[config.mk]
export PLATFORM = sky130hd
export DESIGN_NAME = nss_ctrl
export DESIGN_NICKNAME = d
export VERILOG_FILES = /design/src/sv/nss_pkg.sv /design/src/sv/nss_ctrl.sv
export SDC_FILE = /design/constraint.sdc
export NUM_CORES = 1
export LEC_CHECK = 0
export BUFFER_PORTS_ARGS = -buffer_cell sky130_fd_sc_hd__buf_2
export CELL_PAD_IN_SITES_DETAIL_PLACEMENT = 0
export CELL_PAD_IN_SITES_GLOBAL_PLACEMENT = 2
export CORE_MARGIN = 10
export CORE_UTILIZATION = 23
export DETAILED_ROUTE_END_ITERATION = 10
export MAX_ROUTING_LAYER = met4
export PLACE_DENSITY = 0.85
export SETUP_SLACK_MARGIN = 0.15
export SLEW_MARGIN = 20
export SYNTH_ARGS = -nofsm -noshare
export SYNTH_HDL_FRONTEND = slang
export SYNTH_SLANG_ARGS = --single-unit
[constraint.sdc]
create_clock -name clk -period 3.6 [get_ports clk]
set_clock_uncertainty 0.05 [all_clocks]
set_input_delay 0.54 -clock clk [delete_from_list [all_inputs] [get_ports clk]]
set_output_delay 0.54 -clock clk [all_outputs]
set_load 0.05 [all_outputs]
[src/sv/nss_pkg.sv]
// Shared types and constants for the name stack with search.
package nss_pkg;

    localparam int NAME_W = 192;
    localparam int POS_W  = 6;

    typedef enum logic [1:0] {
        CMD_PUSH   = 2'd0,
        CMD_POP    = 2'd1,
        CMD_SEARCH = 2'd2,
        CMD_LIST   = 2'd3
    } cmd_t;

    typedef enum logic [2:0] {
        ST_OK       = 3'd0,
        ST_OVERFLOW = 3'd1,
        ST_EMPTY    = 3'd2,
        ST_FOUND    = 3'd3,
        ST_NOTFOUND = 3'd4
    } status_t;

    typedef enum logic [1:0] {
        SRC_ZERO = 2'd0,
        SRC_NAME = 2'd1,
        SRC_MEM  = 2'd2
    } out_src_t;

    typedef enum logic [2:0] {
        S_IDLE   = 3'd0,
        S_DECODE = 3'd1,
        S_POP    = 3'd2,
        S_SCAN   = 3'd3,
        S_LIST   = 3'd4
    } state_t;

    // controller to datapath
    typedef struct packed {
        logic     latch;
        logic     wr;
        logic     pop;
        logic     advance;
        logic     load;
        status_t  status;
        out_src_t src;
        logic     last;
    } dp_cmd_t;

    // datapath to controller
    typedef struct packed {
        cmd_t cmd;
        logic full;
        logic empty;
        logic match;
        logic slot_zero;
        logic can_load;
    } dp_stat_t;

endpackage

[src/sv/nss_ctrl.sv]
// Controller state machine for the name stack with search.
module nss_ctrl
    import nss_pkg::*;
(
    input  logic     clk,
    input  logic     rst_n,
    input  logic     in_valid,
    output logic     in_ready,
    input  dp_stat_t stat,
    output dp_cmd_t  cmd
);

    state_t state_reg;
    state_t state_next;

    always_ff @(posedge clk or negedge rst_n)
    begin
        if (!rst_n)
        begin
            state_reg <= S_IDLE;
        end
        else
        begin
            state_reg <= state_next;
        end
    end

    always_comb
    begin
        state_next = state_reg;
        case (state_reg)
            S_IDLE:
            begin
                if (in_valid)
                begin
                    state_next = S_DECODE;
                end
            end
            S_DECODE:
            begin
                if (stat.cmd == CMD_PUSH || stat.empty)
                begin
                    if (stat.can_load)
                    begin
                        state_next = S_IDLE;
                    end
                end
                else
                begin
                    case (stat.cmd)
                        CMD_POP:    state_next = S_POP;
                        CMD_SEARCH: state_next = S_SCAN;
                        CMD_LIST:   state_next = S_LIST;
                        default:    state_next = S_IDLE;
                    endcase
                end
            end
            S_POP:
            begin
                if (stat.can_load)
                begin
                    state_next = S_IDLE;
                end
            end
            S_SCAN:
            begin
                if ((stat.match || stat.slot_zero) && stat.can_load)
                begin
                    state_next = S_IDLE;
                end
            end
            S_LIST:
            begin
                if (stat.slot_zero && stat.can_load)
                begin
                    state_next = S_IDLE;
                end
            end
            default:
            begin
                state_next = S_IDLE;
            end
        endcase
    end

    always_comb
    begin
        in_ready    = 1'b0;
        cmd         = '0;
        cmd.status  = ST_OK;
        cmd.src     = SRC_ZERO;
        cmd.last    = 1'b1;
        case (state_reg)
            S_IDLE:
            begin
                in_ready  = 1'b1;
                cmd.latch = in_valid;
            end
            S_DECODE:
            begin
                if (stat.cmd == CMD_PUSH)
                begin
                    cmd.load = stat.can_load;
                    if (stat.full)
                    begin
                        cmd.status = ST_OVERFLOW;
                    end
                    else
                    begin
                        cmd.src = SRC_NAME;
                        cmd.wr  = stat.can_load;
                    end
                end
                else if (stat.empty)
                begin
                    cmd.load   = stat.can_load;
                    cmd.status = ST_EMPTY;
                end
                else
                begin
                    cmd.advance = 1'b1;
                end
            end
            S_POP:
            begin
                cmd.load = stat.can_load;
                cmd.pop  = stat.can_load;
                cmd.src  = SRC_MEM;
            end
            S_SCAN:
            begin
                if (stat.match)
                begin
                    cmd.load   = stat.can_load;
                    cmd.status = ST_FOUND;
                    cmd.src    = SRC_MEM;
                end
                else if (stat.slot_zero)
                begin
                    cmd.load   = stat.can_load;
                    cmd.status = ST_NOTFOUND;
                end
                else
                begin
                    cmd.advance = 1'b1;
                end
            end
            S_LIST:
            begin
                cmd.load    = stat.can_load;
                cmd.src     = SRC_MEM;
                cmd.last    = stat.slot_zero;
                cmd.advance = stat.can_load && !stat.slot_zero;
            end
            default:
            begin
                in_ready = 1'b0;
            end
        endcase
    end

endmodule

# Word-level counts from Yosys, hierarchy flattened
# Index checks and enable logic that the tools add are counted.
# W data, S select, Z words.
totals:
  in_bits: 10
  reg_bits: 3
  output_inout_bits: 12
  elab_cells: 51
classes:
  eq_ne: 10
  reduce_logical: 10
  mux: 30
ops:
  columns: ["op", "count"]
  rows:
  - ["$mux W4", 4]
  - ["$mux W3", 5]
  - ["$pmux W3 S5", 1]
  - ["$mux W1", 13]
  - ["$pmux W3 S3", 1]
  - ["$eq A3 B2 Y1 const B", 2]
  - ["$ne A2 B2 Y1 const B", 3]
  - ["$pmux W1 S3", 2]
  - ["$pmux W2 S3", 1]
  - ["$pmux W3 S2", 1]
  - ["$eq A2 B2 Y1 const B", 2]
  - ["$mux W2", 2]
  - ["$eq A3 B1 Y1 const B", 1]
  - ["$eq A3 B3 Y1 const B", 1]
  - ["$logic_and A1 B1 Y1", 3]
  - ["$logic_not A3 Y1", 1]
  - ["$reduce_and A3 Y1", 1]
  - ["$eq A2 B1 Y1 const B", 1]
  - ["$logic_not A2 Y1", 1]
  - ["$logic_or A1 B1 Y1", 2]
  - ["$reduce_or A2 Y1", 1]
  - ["$logic_not A1 Y1", 1]

# Depth between registers and ports, before layout
# Gate-level depths: netlist of run 1.
logic_depth:
  word_depth: 4
  ltp_mapped: 6
  ltp_nobuf: 6

# Worst setup path before layout of run 1
# Ideal clock, no wire load.
synth_timing:
  kind: "input -> output"
  from: "input stat[5] in the netlist's numbering"
  to: "output cmd[9] in the netlist's numbering"
  path_slack_ps: 616
  required_ps: 3010
  arrival_ps: 2394
  cell_stages: 4
  n_path_buf: 0
  cell_sequence: "inv_1 -> ha_1 -> nor4b_2 -> and2_1"
synth_rtl:
  columns: ["item", "line", "rtl"]
  rows:
  - ["start: declaration", "nss_ctrl.sv:9", "input dp_stat_t stat,"]
  - ["end: declaration", "nss_ctrl.sv:10", "output dp_cmd_t cmd"]

==> flow_metrics.tcl, run 1 <==
set metrics [dict create \
    status "complete, no violations" \
    tightest_slew_ns 0.520 \
    final_cell_area_um2 558 \
    p_leak_nw 0.283 \
    r2r_start "state_reg[1]" \
    syn-cell-area_um2 414 \
    path_clk_slew_ns 0.04 \
    area_growth_syn_to_layout_pct 34.7 \
    worst_path_max_delay_cell "dfrtp_1" \
    postCtsSetupRepairBufs 0 \
    nets 89 \
    vias 444 \
    r2r_setup_slack_ns 2.23 \
    power_mw 0.395 \
    ys_types 25 \
    ctsHoldBuffers 0 \
    slew_violations 0 \
    yosys.area_share.simple_pct 36.6 \
    cap_violations 0 \
    numPortBuffers 21 \
    startpoint "state_reg[1]" \
    path_delay_family "flip-flops" \
    cp-start-kind "flop" \
    crit_type "reg2out" \
    endpoint_kind "output port" \
    gp_congestion 0.728 \
    die_y_um 62.4 \
    path_buf_inv 1 \
    post_drt_wl_per_cell_um 11.8 \
    ys_seq_elements 3 \
    fin_util_pct 32.7 \
    layout_common_cells "buf_2, a21oi_1, nand2_1" \
    htreeDepth 1 \
    ant_nets 0 \
    hold_violations 0 \
    die_area_um2 3900 \
    synthCells 52 \
    numClockSinks 3 \
    critical_path_arrival_ns 1.73 \
    totalWireLength_um 1180 \
    yosysWarnings 0 \
    grt_pass1_vias 468 \
    cts_buffer_depth 2 \
    drcViolationCount 0 \
    cp.required_ns 3.01 \
    vias_per_cell 4.44 \
    fillers 185 \
    stdcell_count 100 \
    seq_area_frac_synth_pct 18.1 \
    synth_top_family_by_area "simple AND/OR/NAND/NOR gates" \
    power.net_switching_mw 0.233 \
    placed_area_um2 532 \
    cts_root_buf "clkbuf_4" \
    sw_frac_of_total_pct 58.9 \
    path_max_fanout 15 \
    post-route-period-util_pct 64.4 \
    overflow 0 \
    comb_power_share_pct 64.0 \
    antenna_found_initial 0 \
    rows 15 \
    crit_path_max_incr_delay_ns 0.66 \
    syn_avg_cell_area_um2 7.96 \
    r2r_cells 3 \
    drtPass1Iterations 4 \
    num_antenna_cells 0 \
    rsz0062_at_grt "no" \
    crit-reg2reg-capture "state_reg[0]" \
    mostFrequentLayoutCell "buf_2" \
    track_usage_pct 6.81 \
    vdd_drop_max_mv 0.292 \
    largest_reg_flops 3 \
    drive_gt1_share_pct 37.3 \
    layout_min_cycle_time_ns 2.32 \
    cts_buffers 3 \
    setup_viol 0 \
    power-per-cell-area_nw_per_um2 708 \
    design.core.area_um2 1710 \
    synth-xor-area-share_pct 0 \
    initial_utilization_pct 24.2 \
    ioPinCount 22 \
    grt_pass1_wl_um 2140 \
    max_slew_margin_pct 65.3 \
    critical_path_depth 5 \
    grt_max_degree 16 \
    clkPwrFrac_pct 15.5 \
    dp.cells 96 \
    fin_setup_tns_ns 0 \
    clk_latency_ns 0.24 \
    fmax_mhz 431 \
    synth_compound_area_share_pct 29.0 \
    path_cells "nand2_1 > nor3_1 > a21oi_1 > o21bai_1 > buf_2" \
    place_hpwl_um 1000 \
    p_int_mw 0.162 \
    min_path_type "in2async" \
    pwr-share-seq_pct 20.5 \
    cts_tree "yes" \
    muxShareOfSynthArea_pct 0 \
    syn_nets 65 \
    synth-adder-area-share_pct 9.06 \
    post_cts_resized 0 \
    cp-endpoint "cmd[7]" \
    drt_iter0_markers 14 \
    die_x_um 62.4 \
]
synth_stat cells:
cell type  instances  share of area, %
nand2_1            5               4.5
dfrtp_1            3                18
nor2b_1            1               1.5
nand2b_4           1               3.3
o32ai_1            1               2.1
nor4b_2            1               3.6
a21oi_1           10                12
ha_1               3               9.1
nor3b_1            1               1.8
nor2_2             1               1.5
buf_4              1               1.8
nor4_4             1               5.1
or3_1              1               1.5
nand2b_1           2               3.0
o21bai_1           3               5.4
nor3_1             2               2.4
nor2_1             2               1.8
o31ai_1            1               1.8
a21o_1             2               3.6
o21a_1             1               1.8
and2_1             3               4.5
nand3b_1           1               1.8
buf_6              1               2.7
a22o_1             1               2.1
inv_1              3               2.7
layer usage:
| layer | routed length, um | part of all wire (%) | up-vias | track usage [%] |
|---|---|---|---|---|
| met2 | 572 | 49 | 16 | 11.4 |
| li1 | - | - | 230 | - |
| met5 | 0 | 0 | - | - |
| met4 | 32 | 2.7 | 0 | 4.19 |
| met3 | 54 | 4.6 | 3 | 1.61 |
| met1 | 517 | 44 | 195 | 7.06 |
cells by family (layout without fill, tap and decap cells):
| group | count (synthesis) | in the layout |
|---|---|---|
| fa+ha+maj | 3 | 3 |
| buf+inv | 5 | 28 |
| simple gates | 22 | 22 |
| flops | 3 | 3 |
| compound gates | 19 | 19 |
power groups by stage:
stage / logic [mW] / clock network (mW) / registers [mW]
final: 0.253 / 0.0612 / 0.0811
after global placement: 0.257 / 0 / 0.0818
after floorplan: 0.236 / 0 / 0.0595
after global routing: 0.273 / 0.0648 / 0.0859
after CTS: 0.257 / 0.0641 / 0.0803
after detailed placement: 0.256 / 0 / 0.0809
worst min path at each step:
stage                     start           end  slack [ns]  cells after the start
after floorplan           rst_n  state_reg[0]        0.19                      0
after global placement    rst_n  state_reg[1]        0.29                      1
after detailed placement  rst_n  state_reg[2]        0.29                      1
after CTS                 rst_n  state_reg[1]        0.03                      1
after global routing      rst_n  state_reg[1]        0.04                      1
final                     rst_n  state_reg[1]        0.03                      1
stage by stage:
step / hold WS [ns] / setup slack [ns]
global placement: 0.285 / 1.32
finish: 0.0331 / 1.28
global route: 0.0373 / 1.04
floorplan: 0.194 / 0.616
CTS: 0.0285 / 1.28
detailed placement: 0.287 / 1.28
area by class of cell:
type / instances / area [um^2] / share of cell area [%]
sequential: 3 / 75.1 / 13.5
multi-input combinational: 44 / 309 / 55.4
tap: 25 / 31.3 / 5.61
timing repair buffer: 21 / 105 / 18.8
clock buffer: 4 / 26.3 / 4.71
inverter: 3 / 11.3 / 2.02
Note: power is estimated with default switching activity, not from simulation.
==> run 2: changes to the inputs <==
--- a/config.mk
+++ b/config.mk
@@ -8,11 +8,12 @@
 export BUFFER_PORTS_ARGS = -buffer_cell sky130_fd_sc_hd__buf_2
 export CELL_PAD_IN_SITES_DETAIL_PLACEMENT = 0
 export CELL_PAD_IN_SITES_GLOBAL_PLACEMENT = 2
+export CORE_ASPECT_RATIO = 0.7
 export CORE_MARGIN = 10
-export CORE_UTILIZATION = 23
+export CORE_UTILIZATION = 20
 export DETAILED_ROUTE_END_ITERATION = 10
 export MAX_ROUTING_LAYER = met4
-export PLACE_DENSITY = 0.85
+export PLACE_DENSITY = 0.79
 export SETUP_SLACK_MARGIN = 0.15
 export SLEW_MARGIN = 20
 export SYNTH_ARGS = -nofsm -noshare
==> constraint.sdc (replaced) <==
create_clock -name clk -period 2.02 [get_ports clk]
set_clock_uncertainty 0.05 [all_clocks]
set_input_delay 0.303 -clock clk [delete_from_list [all_inputs] [get_ports clk]]
set_output_delay 0.303 -clock clk [all_outputs]
set_load 0.05 [all_outputs]
==> run 2 against run 1 <==
Against the previous run:
- clock power grew 76%
- sequential cell count did not move
- global-route usage is 0.093 points lower
- wire length up 22%
- final area grew 30%
- critical path type unchanged
- largest cell class unchanged
- highest routed layer is now met3
==> flow_metrics.tcl, run 2 (synthesized netlist as in run 1, its figures left out) <==
set metrics [dict create \
    min_path_type "in2async" \
    cp.required_ns 1.67 \
    drcViolationCount 0 \
    dp.cells 93 \
    p_leak_nw 0.361 \
    fin_util_pct 38.3 \
    die_area_um2 4320 \
    power.net_switching_mw 0.468 \
    hold_ws_ns 0.336 \
    grt_pass1_wl_um 2260 \
    grt_max_degree 14 \
    placed_area_um2 563 \
    post_drt_wl_per_cell_um 13.1 \
    max_slew_margin_pct 81.2 \
    r2r_cells 3 \
    rows 13 \
    clk_latency_ns 0.24 \
    clkPwrFrac_pct 12.4 \
    htreeDepth 1 \
    rsz0062_at_grt "yes" \
    cts_buffers 3 \
    slew_violations 0 \
    num_antenna_cells 0 \
    cts_root_buf "clkbuf_4" \
    tightest_slew_ns 0.280 \
    drt_iter0_markers 11 \
    track_usage_pct 6.72 \
    final_cell_area_um2 728 \
    largest_reg_flops 3 \
    fmax_mhz 548 \
    pwr-share-seq_pct 14.3 \
    layout_common_cells "buf_2, buf_4, a21oi_1" \
    layout_min_cycle_time_ns 1.82 \
    sw_frac_of_total_pct 53.3 \
    stdcell_count 110 \
    path_clk_slew_ns 0.04 \
    antenna_found_initial 0 \
    numClockSinks 3 \
    design.core.area_um2 1900 \
    vias_per_cell 4.60 \
    cts_tree "yes" \
    path_max_fanout 7 \
    drive_gt1_share_pct 58.0 \
    power-per-cell-area_nw_per_um2 1200 \
    totalWireLength_um 1440 \
    cp-start-kind "flop" \
    drtPass1Iterations 4 \
    p_int_mw 0.409 \
    cts_buffer_depth 2 \
    overflow 0 \
    die_y_um 58.1 \
    cap_violations 0 \
    fillers 199 \
    vdd_drop_max_mv 0.459 \
    place_hpwl_um 1060 \
    power_mw 0.877 \
    grt_pass1_vias 479 \
    ant_nets 0 \
    die_x_um 74.4 \
    critical_path_arrival_ns 1.47 \
    endpoint_kind "output port" \
    post-route-period-util_pct 90.3 \
    hold_violations 0 \
    vias 506 \
    comb_power_share_pct 73.4 \
    crit_type "reg2out" \
    numPortBuffers 21 \
    gp_congestion 0.756 \
    ioPinCount 22 \
    nets 102 \
    area_growth_syn_to_layout_pct 75.8 \
    setup_viol 0 \
    initial_utilization_pct 21.8 \
    mostFrequentLayoutCell "buf_2" \
    status "complete, no violations" \
]
run 2: critical path, stage by stage, from the launching register on:
cell and delay (ns):
dfrtp_2 0.46, nand2b_2 0.23, or3_1 0.34, buf_4 0.20
run 2: power by group through the flow:
stage          sequential [mW]  clock, mW  combinational (mW)
2_1_floorplan            0.109          0               0.447
3_3_place_gp             0.152          0               0.483
3_5_place_dp             0.152          0               0.484
4_1_cts                  0.139      0.112               0.562
5_1_grt                  0.128      0.119               0.691
6_report                 0.125      0.108               0.643
run 2: cell type report:
| class | count | area, um^2 | area share (%) |
|---|---|---|---|
| sequential | 3 | 78.8 | 10.8 |
| timing repair buffer | 34 | 233 | 32.0 |
| multi-input combinational | 44 | 352 | 48.3 |
| inverter | 3 | 11.3 | 1.55 |
| clock buffer | 4 | 26.3 | 3.61 |
| tap | 22 | 27.5 | 3.78 |
run 2: final timing paths:
check,from,endpoint,slack [ns]
max reg2reg,state_reg[1],state_reg[0],0.76
min reg2reg,state_reg[2],state_reg[0],0.61
max in group asynchronous,rst_n,state_reg[0],1.46
max,state_reg[0],cmd[0],0.20
min in group clk,in_valid,state_reg[0],0.37
min,rst_n,state_reg[2],0.34
run 2: stage by stage:
step	setup TNS, ns	setup slack [ns]
final	0	0.196
after global routing	0	0.127
after CTS	0	0.158
after detailed placement	0	0.187
after global placement	0	0.198
after floorplan	-0.0869	-0.0869
run 2: per-layer routing:
| layer | wire [um] | vias up | track usage, % |
|---|---|---|---|
| li1 | - | 258 | - |
| met1 | 703 | 229 | 9.19 |
| met2 | 629 | 19 | 8.90 |
| met3 | 109 | 0 | 2.55 |
| met4 | 0 | 0 | 1.56 |
| met5 | 0 | - | - |
run 2: what timing repair did:
item                                    CTS  global route
endpoints found under the setup margin   10             7
gates resized for setup                   8             9
hold buffers                              1             0
buffers inserted                          3             9
hold endpoints to repair                  3             0
pin swaps                                 0             4
